`config.mk`:
```
export PLATFORM = sky130hd
export DESIGN_NAME = orthonormal_polynomial_basis_eval
export DESIGN_NICKNAME = d
export VERILOG_FILES = /design/src/opb_pkg.sv /design/src/opb_mrs_unit.sv /design/src/opb_seq.sv /design/src/orthonormal_polynomial_basis_eval.sv
export SDC_FILE = /design/constraint.sdc
export NUM_CORES = 2
export LEC_CHECK = 0
export BUFFER_PORTS_ARGS = -buffer_cell sky130_fd_sc_hd__buf_2
export CAP_MARGIN = 20
export CORE_MARGIN = 2
export CORE_UTILIZATION = 45
export CTS_CLUSTER_DIAMETER = 200
export DETAILED_ROUTE_END_ITERATION = 16
export GPL_TIMING_DRIVEN = 0
export PLACE_DENSITY = 0.68
export SLEW_MARGIN = 20
export SYNTH_ARGS = -nofsm -noshare
export SYNTH_HDL_FRONTEND = slang
export SYNTH_HIERARCHICAL = 1
export SYNTH_SLANG_ARGS = --single-unit
```
`constraint.sdc`:
```
create_clock -name clk -period 28.3 [get_ports clk]
set_input_delay 4.245 -clock clk [delete_from_list [all_inputs] [get_ports clk]]
set_output_delay 4.245 -clock clk [all_outputs]
set_load 0.02 [all_outputs]
```
`src/opb_pkg.sv`:
```
// shared types, constants and coefficient tables for the polynomial basis evaluator
package opb_pkg;

  // largest number of basis polynomials per sample
  localparam int MAX_BASIS = 16;
  localparam int IDX_W     = (MAX_BASIS > 1) ? $clog2(MAX_BASIS) : 1;
  localparam int CNT_W     = $clog2(MAX_BASIS + 1);

  // configuration port
  localparam int CFG_IDX_W  = 2;
  localparam int CFG_DATA_W = 5;
  localparam logic [CFG_IDX_W-1:0] REG_BASIS_KIND = 2'd0;
  localparam logic [CFG_IDX_W-1:0] REG_BASIS_SIZE = 2'd1;
  localparam logic [CFG_DATA_W-1:0] BASIS_SIZE_RESET = 5'd8;

  // basis kinds
  localparam logic KIND_HERMITE  = 1'b0;
  localparam logic KIND_LEGENDRE = 1'b1;

  // fixed point constants
  localparam logic [63:0] ONE_Q32  = 64'h0000_0001_0000_0000;
  localparam logic [63:0] POS_LIM  = 64'h7FFF_FFFF_FFFF_FFFF;
  localparam logic [63:0] NEG_LIM  = 64'h8000_0000_0000_0000;
  localparam logic [63:0] TWO_P62  = 64'h4000_0000_0000_0000;
  localparam int          LO_W     = 36;

  // scale of a coefficient product
  typedef enum logic [1:0] {
    SH_28,
    SH_30,
    SH_31
  } sh_sel_t;

  // which product of a recurrence step is formed
  typedef enum logic [1:0] {
    OP_T,
    OP_P,
    OP_Q
  } op_t;

  // multiply unit phases
  typedef enum logic [2:0] {
    PH_IDLE,
    PH_LO,
    PH_HI,
    PH_SUM,
    PH_NEG
  } mrs_phase_t;

  // sequencer states
  typedef enum logic [2:0] {
    SQ_IDLE,
    SQ_EMIT,
    SQ_MGO,
    SQ_MWAIT,
    SQ_SUB
  } seq_state_t;

  // request to the multiply unit
  typedef struct packed {
    logic        start;
    logic [63:0] v;
    logic [31:0] c;
    logic        cneg;
    sh_sel_t     sh;
  } mrs_req_t;

  // result handed to the output register
  typedef struct packed {
    logic        load;
    logic [3:0]  poly_index;
    logic [63:0] poly_value;
    logic        last;
  } emit_t;

  // coefficient table selection
  typedef enum logic [1:0] {
    COEF_R,
    COEF_S,
    COEF_A,
    COEF_B
  } coef_sel_t;

  typedef logic [31:0] coef_arr_t [MAX_BASIS];

  // restoring long division, elaboration only
  function automatic logic [63:0] udiv64(input logic [63:0] num, input logic [63:0] den);
    logic [64:0] rem;
    logic [63:0] quo;
    rem = '0;
    quo = '0;
    for (int b = 63; b >= 0; b--) begin
      rem = {rem[63:0], num[b]};
      if (rem >= {1'b0, den}) begin
        rem    = rem - {1'b0, den};
        quo[b] = 1'b1;
      end
    end
    return quo;
  endfunction

  // floor square root, elaboration only
  function automatic logic [31:0] isqrt64(input logic [63:0] t);
    logic [31:0] r;
    logic [31:0] c;
    r = '0;
    for (int b = 31; b >= 0; b--) begin
      c = r | (32'd1 << b);
      if (({32'b0, c} * {32'b0, c}) <= t) begin
        r = c;
      end
    end
    return r;
  endfunction

  // recurrence coefficients for degree i
  function automatic coef_arr_t build_coef(input coef_sel_t sel);
    coef_arr_t   tab;
    logic [63:0] k;
    logic [63:0] iv;
    for (int i = 0; i < MAX_BASIS; i++) begin
      iv = 64'(i);
      k  = iv + 64'd1;
      case (sel)
        COEF_R:  tab[i] = isqrt64(udiv64(TWO_P62, k));
        COEF_S:  tab[i] = isqrt64(TWO_P62 - udiv64(TWO_P62 + iv, k));
        COEF_A:  tab[i] = 32'(udiv64((((iv << 1) + 64'd1) << 30) + (k >> 1), k));
        COEF_B:  tab[i] = 32'(udiv64((iv << 31) + (k >> 1), k));
        default: tab[i] = '0;
      endcase
    end
    return tab;
  endfunction

  localparam coef_arr_t HERM_R_TAB = build_coef(COEF_R);
  localparam coef_arr_t HERM_S_TAB = build_coef(COEF_S);
  localparam coef_arr_t LEG_A_TAB  = build_coef(COEF_A);
  localparam coef_arr_t LEG_B_TAB  = build_coef(COEF_B);

endpackage

```
`src/opb_mrs_unit.sv`:
```
// shared multi-cycle multiply, round half away from zero and saturate unit
module opb_mrs_unit (
  input  logic              clk,
  input  logic              rst_n,
  input  opb_pkg::mrs_req_t req,
  output logic              done,
  output logic [63:0]       res
);
  import opb_pkg::*;

  mrs_phase_t        phase_r, phase_nxt;
  logic              neg_r;
  logic [63:0]       mag_r;
  logic [31:0]       c_r;
  sh_sel_t           sh_r;
  logic [LO_W-1:0]   lo_r;
  logic [63:0]       hi_r;
  logic              ovf_r;
  logic [63:0]       m_r;

  logic [31:0]       mul_a;
  logic [63:0]       prod;
  logic [4:0]        sh_amt;
  logic [2:0]        k_amt;
  logic [63:0]       rnd;
  logic [63:0]       thr;
  logic [63:0]       lim;
  logic [63:0]       lo_full;
  logic [63:0]       sum;

  // phase sequencing
  always_comb begin
    phase_nxt = phase_r;
    case (phase_r)
      PH_IDLE: if (req.start) phase_nxt = PH_LO;
      PH_LO:   phase_nxt = PH_HI;
      PH_HI:   phase_nxt = PH_SUM;
      PH_SUM:  phase_nxt = PH_NEG;
      PH_NEG:  phase_nxt = PH_IDLE;
      default: phase_nxt = PH_IDLE;
    endcase
  end

  // outputs: result shown during the last phase
  always_comb begin
    done = (phase_r == PH_NEG);
    res  = neg_r ? (~m_r + 64'd1) : m_r;
  end

  // scale selection
  always_comb begin
    case (sh_r)
      SH_28: begin
        sh_amt = 5'd28;
        k_amt  = 3'd4;
      end
      SH_30: begin
        sh_amt = 5'd30;
        k_amt  = 3'd2;
      end
      SH_31: begin
        sh_amt = 5'd31;
        k_amt  = 3'd1;
      end
      default: begin
        sh_amt = 5'd31;
        k_amt  = 3'd1;
      end
    endcase
  end

  // the one 32x32 multiplier, low half first then high half
  always_comb begin
    mul_a   = (phase_r == PH_HI) ? mag_r[63:32] : mag_r[31:0];
    prod    = 64'(mul_a) * 64'(c_r);
    rnd     = 64'd1 << (sh_amt - 5'd1);
    lo_full = (prod + rnd) >> sh_amt;
    thr     = 64'd1 << (6'd63 - 6'(k_amt));
    lim     = neg_r ? NEG_LIM : POS_LIM;
    sum     = (hi_r << k_amt) + 64'(lo_r);
  end

  always_ff @(posedge clk) begin
    if (!rst_n) begin
      phase_r <= PH_IDLE;
    end else begin
      phase_r <= phase_nxt;
    end
  end

  // datapath registers
  always_ff @(posedge clk) begin
    case (phase_r)
      PH_IDLE: begin
        if (req.start) begin
          neg_r <= req.v[63] ^ req.cneg;
          mag_r <= req.v[63] ? (~req.v + 64'd1) : req.v;
          c_r   <= req.c;
          sh_r  <= req.sh;
        end
      end
      PH_LO: begin
        lo_r <= lo_full[LO_W-1:0];
      end
      PH_HI: begin
        hi_r  <= prod;
        ovf_r <= neg_r ? (prod > thr) : (prod >= thr);
      end
      PH_SUM: begin
        m_r <= (ovf_r || (sum > lim)) ? lim : sum;
      end
      default: begin
      end
    endcase
  end

endmodule

```
`src/opb_seq.sv`:
```
// recurrence sequencer: holds the running terms and drives the multiply unit
module opb_seq (
  input  logic                            clk,
  input  logic                            rst_n,
  input  logic                            in_valid,
  input  logic signed [31:0]              in_value,
  output logic                            in_ready,
  input  logic                            basis_kind,
  input  logic [opb_pkg::CFG_DATA_W-1:0]  basis_size,
  input  logic                            slot_free,
  output opb_pkg::emit_t                  emit,
  output opb_pkg::mrs_req_t               req,
  input  logic                            mrs_done,
  input  logic [63:0]                     mrs_res
);
  import opb_pkg::*;

  seq_state_t        state_r, state_nxt;
  op_t               op_r;
  logic [IDX_W-1:0]  i_r;
  logic [CNT_W-1:0]  n_r;
  logic              xneg_r;
  logic [31:0]       xmag_r;
  logic [63:0]       cur_r;
  logic [63:0]       prev_r;
  logic [63:0]       t_r;
  logic [63:0]       p_r;

  logic [31:0]       vin_u;
  logic [CNT_W-1:0]  n_eff;
  logic              is_last;
  logic              accept;
  logic [64:0]       diff;
  logic [63:0]       diff_sat;

  // effective run length, clamped to 1..MAX_BASIS
  always_comb begin
    if (basis_size == '0) begin
      n_eff = CNT_W'(1);
    end else if (32'(basis_size) > MAX_BASIS) begin
      n_eff = CNT_W'(MAX_BASIS);
    end else begin
      n_eff = CNT_W'(basis_size);
    end
  end

  assign vin_u   = in_value;
  assign is_last = (CNT_W'(i_r) == (n_r - CNT_W'(1)));

  // next state
  always_comb begin
    state_nxt = state_r;
    case (state_r)
      SQ_IDLE:  if (in_valid) state_nxt = SQ_EMIT;
      SQ_EMIT:  if (slot_free) state_nxt = is_last ? SQ_IDLE : SQ_MGO;
      SQ_MGO:   state_nxt = SQ_MWAIT;
      SQ_MWAIT: if (mrs_done) state_nxt = (op_r == OP_Q) ? SQ_SUB : SQ_MGO;
      SQ_SUB:   state_nxt = SQ_EMIT;
      default:  state_nxt = SQ_IDLE;
    endcase
  end

  // outputs
  always_comb begin
    in_ready        = (state_r == SQ_IDLE);
    emit.load       = (state_r == SQ_EMIT) && slot_free;
    emit.poly_index = 4'(i_r);
    emit.poly_value = cur_r;
    emit.last       = is_last;
    req.start       = (state_r == SQ_MGO);
    case (op_r)
      OP_T: begin
        req.v    = cur_r;
        req.c    = xmag_r;
        req.cneg = xneg_r;
        req.sh   = SH_28;
      end
      OP_P: begin
        req.v    = t_r;
        req.c    = (basis_kind == KIND_LEGENDRE) ? LEG_A_TAB[i_r] : HERM_R_TAB[i_r];
        req.cneg = 1'b0;
        req.sh   = (basis_kind == KIND_LEGENDRE) ? SH_30 : SH_31;
      end
      OP_Q: begin
        req.v    = prev_r;
        req.c    = (basis_kind == KIND_LEGENDRE) ? LEG_B_TAB[i_r] : HERM_S_TAB[i_r];
        req.cneg = 1'b0;
        req.sh   = SH_31;
      end
      default: begin
        req.v    = cur_r;
        req.c    = xmag_r;
        req.cneg = xneg_r;
        req.sh   = SH_28;
      end
    endcase
  end

  // saturating difference of the two products
  always_comb begin
    diff = {p_r[63], p_r} - {mrs_res[63], mrs_res};
    if (diff[64] != diff[63]) begin
      diff_sat = diff[64] ? NEG_LIM : POS_LIM;
    end else begin
      diff_sat = diff[63:0];
    end
  end

  assign accept = in_valid && in_ready;

  always_ff @(posedge clk) begin
    if (!rst_n) begin
      state_r <= SQ_IDLE;
      op_r    <= OP_T;
    end else begin
      state_r <= state_nxt;
      if (state_r == SQ_EMIT) begin
        op_r <= OP_T;
      end else if ((state_r == SQ_MWAIT) && mrs_done) begin
        case (op_r)
          OP_T:    op_r <= OP_P;
          OP_P:    op_r <= OP_Q;
          default: op_r <= OP_T;
        endcase
      end
    end
  end

  // running terms and sample
  always_ff @(posedge clk) begin
    if (accept) begin
      xneg_r <= vin_u[31];
      xmag_r <= vin_u[31] ? (~vin_u + 32'd1) : vin_u;
      n_r    <= n_eff;
      i_r    <= '0;
      cur_r  <= ONE_Q32;
      prev_r <= '0;
    end
    if ((state_r == SQ_MWAIT) && mrs_done) begin
      case (op_r)
        OP_T: t_r <= mrs_res;
        OP_P: p_r <= mrs_res;
        default: begin
        end
      endcase
    end
    // q arrives in the wait state; subtraction registered here too
    if ((state_r == SQ_MWAIT) && mrs_done && (op_r == OP_Q)) begin
      prev_r <= cur_r;
      cur_r  <= diff_sat;
    end
    if (state_r == SQ_SUB) begin
      i_r <= i_r + IDX_W'(1);
    end
  end

endmodule

```
`src/orthonormal_polynomial_basis_eval.sv`:
```
// top level of the orthonormal polynomial basis evaluator
//
// One sample (in_value, signed Q4.28) is taken per request on the in_ channel.
// For it the block returns basis_size results on the out_ channel, degree 0
// first: out_poly_index, out_poly_value (signed Q32.32, saturated) and out_last
// on the final degree. Register basis_kind selects normalized Hermite (0) or
// Legendre (1); both registers are written through cfg_we/cfg_index/cfg_data.
// The user must write them only while the block is idle; it is not enforced.
// The degree 0 result is loaded into the output register from the emit state.
// For each further degree a single 32x32 multiplier in the shared multiply
// unit forms six partial products per recurrence step (low and high half of
// each of the three scaled products), followed by an update and an emit state.
// in_ready stays low until the last result of a sample is loaded for output.
// The output register decouples the sides: a stalled out_ready holds the
// current result and the sequencer waits at its next emit; the last result
// may still wait while a new sample is taken.
// Reset (rst_n low, synchronous) returns to idle, drops out_valid and sets
// basis_kind to Hermite and basis_size to 8.
module orthonormal_polynomial_basis_eval (
  input  logic                            clk,
  input  logic                            rst_n,
  input  logic                            in_valid,
  output logic                            in_ready,
  input  logic signed [31:0]              in_value,
  output logic                            out_valid,
  input  logic                            out_ready,
  output logic [3:0]                      out_poly_index,
  output logic signed [63:0]              out_poly_value,
  output logic                            out_last,
  input  logic                            cfg_we,
  input  logic [opb_pkg::CFG_IDX_W-1:0]   cfg_index,
  input  logic [opb_pkg::CFG_DATA_W-1:0]  cfg_data
);
  import opb_pkg::*;

  logic                  kind_r;
  logic [CFG_DATA_W-1:0] size_r;
  logic                  out_valid_r;
  logic [3:0]            out_index_r;
  logic [63:0]           out_value_r;
  logic                  out_last_r;
  logic                  slot_free;
  emit_t                 emit;
  mrs_req_t              req;
  logic                  mrs_done;
  logic [63:0]           mrs_res;

  // configuration registers
  always_ff @(posedge clk) begin
    if (!rst_n) begin
      kind_r <= KIND_HERMITE;
      size_r <= BASIS_SIZE_RESET;
    end else if (cfg_we) begin
      case (cfg_index)
        REG_BASIS_KIND: kind_r <= cfg_data[0];
        REG_BASIS_SIZE: size_r <= cfg_data;
        default: begin
        end
      endcase
    end
  end

  // output register
  assign slot_free = !out_valid_r || out_ready;

  always_ff @(posedge clk) begin
    if (!rst_n) begin
      out_valid_r <= 1'b0;
    end else if (emit.load) begin
      out_valid_r <= 1'b1;
    end else if (out_ready) begin
      out_valid_r <= 1'b0;
    end
  end

  always_ff @(posedge clk) begin
    if (emit.load) begin
      out_index_r <= emit.poly_index;
      out_value_r <= emit.poly_value;
      out_last_r  <= emit.last;
    end
  end

  assign out_valid      = out_valid_r;
  assign out_poly_index = out_index_r;
  assign out_poly_value = out_value_r;
  assign out_last       = out_last_r;

  // sequencer
  opb_seq u_seq (
    .clk        (clk),
    .rst_n      (rst_n),
    .in_valid   (in_valid),
    .in_value   (in_value),
    .in_ready   (in_ready),
    .basis_kind (kind_r),
    .basis_size (size_r),
    .slot_free  (slot_free),
    .emit       (emit),
    .req        (req),
    .mrs_done   (mrs_done),
    .mrs_res    (mrs_res)
  );

  // shared multiply unit
  opb_mrs_unit u_mrs (
    .clk   (clk),
    .rst_n (rst_n),
    .req   (req),
    .done  (mrs_done),
    .res   (mrs_res)
  );

endmodule

```
# After elaboration in Yosys (flattened, before gate mapping)
# Memories as Yosys holds them, arrays and structs flattened.
# Cells that the tools add are included.
# Widths: inputs -> output; s select.
# op_classes
reduce_logical	24
addsub	10
n_bitwise	6
n_eq_ne	18
multipliers	1
n_shift	4
mux	41
n_lt_le_gt_ge	5
# op_table
operator	n
$mux 64	9
$mux 32	11
$pmux 99 s2	1
$add 64x1->64 const B	2
$gt 64x64->1	2
$not 64->64	2
$sub 64x64->65	1
$add 64x36->64	1
$add 64x64->64	1
$ge 64x64->1	1
$mul 32x32->64	1
$shl 1x5->64 const A	1
$shl 1x6->64 const A	1
$shl 64x3->64	1
$shr 64x5->36	1
$mux 63	1
$add 32x1->32 const B	1
$not 32->32	1
$mux 31	1
$mux 3	5
$pmux 3 s5	1
$eq 3x2->1 const B	4
$pmux 3 s4	1
$reduce_and 2->1	5
other kinds (32)	53
# word_totals
memories	4
ff_bits	646
output_inout_bits	71
word_cells	141
romBits	2048
# memory_table
memory	words	width	rd	rd_clocked_by_memory_dff	wr	line_no	text
(name not given)	16	32	1	0	0	opb_seq.sv:80	req.c = (basis_kind == KIND_LEGENDRE) ? LEG_A_TAB[i_r] : HERM_R_TAB[i_r];
(name not given)	16	32	1	0	0	opb_seq.sv:80	
(name not given)	16	32	1	0	0	opb_seq.sv:86	req.c = (basis_kind == KIND_LEGENDRE) ? LEG_B_TAB[i_r] : HERM_S_TAB[i_r];
(name not given)	16	32	1	0	0	opb_seq.sv:86	

# Logic depth before layout (Yosys ltp)
# depth
word_depth	9
ltp_mapped	46

# Modules after synthesis
# The synthesis kept the hierarchy.
# modules_own_cells
mod	seq_area_each_um2	area_per_inst_um2	cells_per_inst	n_inst
opb_mrs_unit	7957.6	52734.3	5739	1
opb_seq	9048.7	19112.1	2056	1
orthonormal_polynomial_basis_eval	2212.1	2366.0	100	1

# Least setup slack after synthesis
# Ideal clock, no wire load.
# synth_timing
kind	register to register
startpoint	register u_mrs.phase_r[0]
endpoint	register u_mrs.ovf_r (data pin)
arrival_time_ns	13.302
slack_ns	14.738
n_path_buf	5
period_less_slack_ns	13.562
stages_incl_launch_ff	42
setup_ns	0.260
path_cell_list	dfxtp_1 -> clkbuf_1 -> nor3b_1 -> clkbuf_1 -> mux2_2 -> clkbuf_1 -> nand2_1 -> fa_1 -> fa_1 -> inv_1 -> fa_1 -> fa_1 -> fa_1 -> fa_1 -> fa_1 -> inv_1 -> fa_1 -> inv_1 -> [... 6 more ...] -> and3_1 -> a21boi_0 -> o311ai_0 -> a21boi_0 -> or2_2 -> clkbuf_1 -> ha_1 -> nor4b_1 -> nand3_1 -> nor4_1 -> nor4b_1 -> nor4b_1 -> nand4b_1 -> nor3_1 -> nand4b_1 -> or4b_2 -> nor4_1 -> o21bai_1
# synth_between
elab_chain_len	5
word_cells_on_any_way	6
classes_between	1 x mul; 2 x order compare; 1 x eq/ne; 2 x mux
# synth_lines
item	line_no	text
from (decl)	opb_mrs_unit.sv:11	mrs_phase_t phase_r, phase_nxt;
from (signal assigned)	opb_mrs_unit.sv:87	phase_r <= phase_nxt;
$eq 3x2->1 *	opb_mrs_unit.sv:74	mul_a = (phase_r == PH_HI) ? mag_r[63:32] : mag_r[31:0];
$mux 32 *	opb_mrs_unit.sv:74	
$mul 32x32->64 *	opb_mrs_unit.sv:75	prod = 64'(mul_a) * 64'(c_r);
named net u_mrs.prod[61]	opb_mrs_unit.sv:22	logic [63:0] prod;
$ge 64x64->1 or $gt 64x64->1 (tied branches)	opb_mrs_unit.sv:107	ovf_r <= neg_r ? (prod > thr) : (prod >= thr);
$mux 1 *	opb_mrs_unit.sv:107	
to (signal assigned)	opb_mrs_unit.sv:107	
to (decl)	opb_mrs_unit.sv:18	logic ovf_r;
# The timed path passes the listed nets; every way through them passes the cells marked *.
# A chain may end at the register's enable or synchronous reset.

# Final worst setup path
# layout_timing
startpoint	register u_mrs.phase_r[1]
endpoint	register u_mrs.ovf_r (data pin)
# The elaborated chain is that of the path after synthesis.

==> run_results.csv <==
group,metric,value,unit
yosys,synthArstFlopShare,0,%
hold_path,hold_path.class,"flop to flop",
yosys,synth_top_area_cell,"edfxtp_1",
die,num_rows,149,
die,initial_utilization,45.13,%
yosys,synth_edf_count,630,
yosys,syn_nets,9291,
grt,grt_pass1_vias,60360,
worst_setup_path,cpPeakStageDelay,990,ps
route,dr.pass1.iters,7,
cts,clk_latency,690,ps
timing,maxSlewHeadroom,13.07,%
yosys,synth_area_leaders,"edfxtp_1 (25%), fa_1 (24%), ha_1 (7.7%)",
yosys,synth_cells,7895,
cts,cts_buffers,71,
yosys,yosysTopAreaCellShare,25.49,%
cells_and_area,syn_to_final_growth,8.445,%
yosys,yosys_warnings,6,
place,place_hpwl,230900,µm
yosys,yosysUniqueCellTypes,101,
yosys,synth-simple-area-share,16.92,%
worst_setup_path,critPathLaunchType,"flop",
timing,skew,41.27,ps
run_status,status,"complete, no violations",
cts,clock_sinks,645,
yosys,synth-main-ff-cell,"edfxtp_1",
route,vias,61090,
yosys,syn-mean-instance-area,9.400,µm²
route,viasPerCell,5.894,
die,dieArea,0.1682,mm²
yosys,netlist_area,0.07421,mm²
route,drc_errors,0,
cts,clk_path_buf_depth,3,
worst_setup_path,critPathBufInv,8,
worst_setup_path,crit_family,"adder cells",
yosys,synthMuxAreaShare,1.750,%
yosys,synth_xor_area_share,4.164,%
timing,fin_crit,15810,ps
timing,fin_tns_setup,0,ps
yosys,ys_seq_area_share,25.90,%
worst_setup_path,worst-endpoint-arrival,16240,ps
timing,finalHoldViolCount,0,
worst_setup_path,cp_slowest_cell,"clkbuf_1",
die,core,0.1644,mm²
worst_setup_path,cp_common_cell,"fa_1",
die,die_x,410.1,µm
timing,period_share,55.87,%
route,antenna_left,0,
cells_and_area,drive_gt1_share,5.433,%
route,drt_first_iter_violations,7165,
yosys,synth_top_family_by_area,"adder cells",
cts,h-tree-depth,3,
timing,setup_violations,0,
yosys,yosysMostFrequentCell,"inv_1",
die,die_h,410.1,µm
grt,grt_pass1_wl,410800,µm
worst_setup_path,worstSetupPathType,"flop to flop",
timing,fmax,0.06324,GHz
worst_setup_path,worstPathMaxFanout,10,
cts,post_cts_buffers,0,
timing,tightest_slew,1304,ps
run,maxCapViolations,0,
yosys,synth-compound-area-share,11.52,%
yosys,yosys_register_bits,645,
cts,post_cts_resized,0,
timing,rsz0062_at_grt,"false",
cells_and_area,fillers,15600,
yosys,synthTopCellsByCount,"inv_1 (1,079), nand2_1 (1,026), fa_1 (898)",
grt,antenna_found_initial,23,
grt,grt_overflow_total,0,
cts,cts_tree,"done",
die,io_pins,115,
grt,grt_usage,33.43,%
cts,ctsRootBufferMaster,"clkbuf_16",
place,gp_congestion,1.050,
place,portBuffers,114,
worst_setup_path,endpoint_kind,"flop",
cts,cts.clk_slew.worst_paths,60,ps
cells_and_area,nets,9509,
cts,postCtsHoldBufs,0,
worst_setup_path,reg2reg_slack,12490,ps
yosys,synth_fa_ha_area_share,31.88,%
route,drt-total-wl,281800,µm
timing,final_max_slew_viol_count,0,
grt,grt_max_degree,55,
worst_setup_path,cp.required,28720,ps
route,wl_per_cell,27.19,µm
==> per-stage QoR <==
step	instance area [µm²]	util [%]	instances	hold WS, ps	setup WS [ps]
floorplan	74210	-	7895	433.5	14740
global placement	77520	47.15	10200	450.5	10060
detailed placement	77970	47.42	10230	457.0	12790
CTS	80450	48.93	10360	467.3	12730
global route	80470	48.94	10360	498.0	11850
finish	80480	48.94	10370	464.9	12490
==> path summary, 6_finish.rpt <==
check / depth (start not counted) / to / from
setup / recovery: 41 / u_mrs/ovf_r / u_mrs/phase_r[1]
hold / removal: 2 / kind_r / kind_r
setup reg to reg: 41 / u_mrs/ovf_r / u_mrs/phase_r[1]
hold reg to reg: 2 / kind_r / kind_r
==> worst min-delay path, cell delays in order (launching register included) <==
cell	delay (ps)
dfxtp_1	310
nand2_1	60
mux2i_1	50
==> metal layers <==
metal  share of wire (%)  GRT usage, %  wire length (µm)  vias to the layer above
met5               0.048             0               135                        -
met1                  40         45.79            113900                    30450
met3                  11         8.808             31590                      654
met2                  43         49.50            120700                     3364
met4                 5.5         15.33             15500                       20
li1                    -             -                 -                    26600
==> sequential cells by signal (all words and copies together), names as in the netlist, 2 cells and up <==
register        count
u_seq/cur_r        64
u_mrs/hi_r         63
u_mrs/phase_r       3
u_seq/n_r           5
u_mrs/mag_r        64
u_mrs/m_r          64
u_mrs/sh_r          2
u_mrs/lo_r         36
out_poly_index      4
u_seq/p_r          64
size_r              5
out_poly_value     64
u_seq/op_r          2
u_seq/prev_r       64
u_seq/state_r       3
u_seq/t_r          64
u_mrs/c_r          32
u_seq/i_r           4
u_seq/xmag_r       32
==> cell type report <==
| cell class | instances | area (µm²) | share of cell area [%] |
|---|---|---|---|
| diodes | 4 | 10.01 | 0.01244 |
| plain buffers | 448 | 1772 | 2.201 |
| clock buffers | 84 | 1847 | 2.295 |
| clock inverters | 48 | 634.4 | 0.7882 |
| inverters | 1086 | 4076 | 5.065 |
| multi-input cells | 5716 | 49210 | 61.15 |
| flip-flops and latches | 645 | 19220 | 23.88 |
| well taps | 2189 | 2739 | 3.403 |
| repair buffers | 145 | 969.7 | 1.205 |
==> kinds of logic (layout without fill, tap and decap cells) <==
family          after synthesis  in the layout
simple gates               2539           2539
buf+inv                    1534           1811
fa+ha+maj                  1352           1352
compound gates             1346           1346
flops                       645            645
xor+xnor                    352            352
mux                         125            125
other cells                   2              6
==> placed cells by master, fill, tap and decap left out, types with 34 or more instances in the layout <==
cell type  count
o211ai_1      37
buf_2        136
edfxtp_1     630
nand2_1     1025
a21o_1        88
a22oi_1       69
o31ai_1       60
nor3_1        98
a21oi_1      429
xnor2_1      259
xor2_1        91
nor2_1       340
nand4_1       79
o21ai_0      300
fa_1         898
clkbuf_16     72
a31oi_1       37
a211oi_1      35
inv_1       1078
mux2i_1       87
or3_1         34
nand3_1       79
ha_1         454
clkbuf_1     403
nand2b_1      40
and2_1       541
o21a_1        40
mux2_2        38
and3_1        97
Power is not shown: default switching activity piles up to over one toggle a cycle in this logic, so the estimate is an artifact.
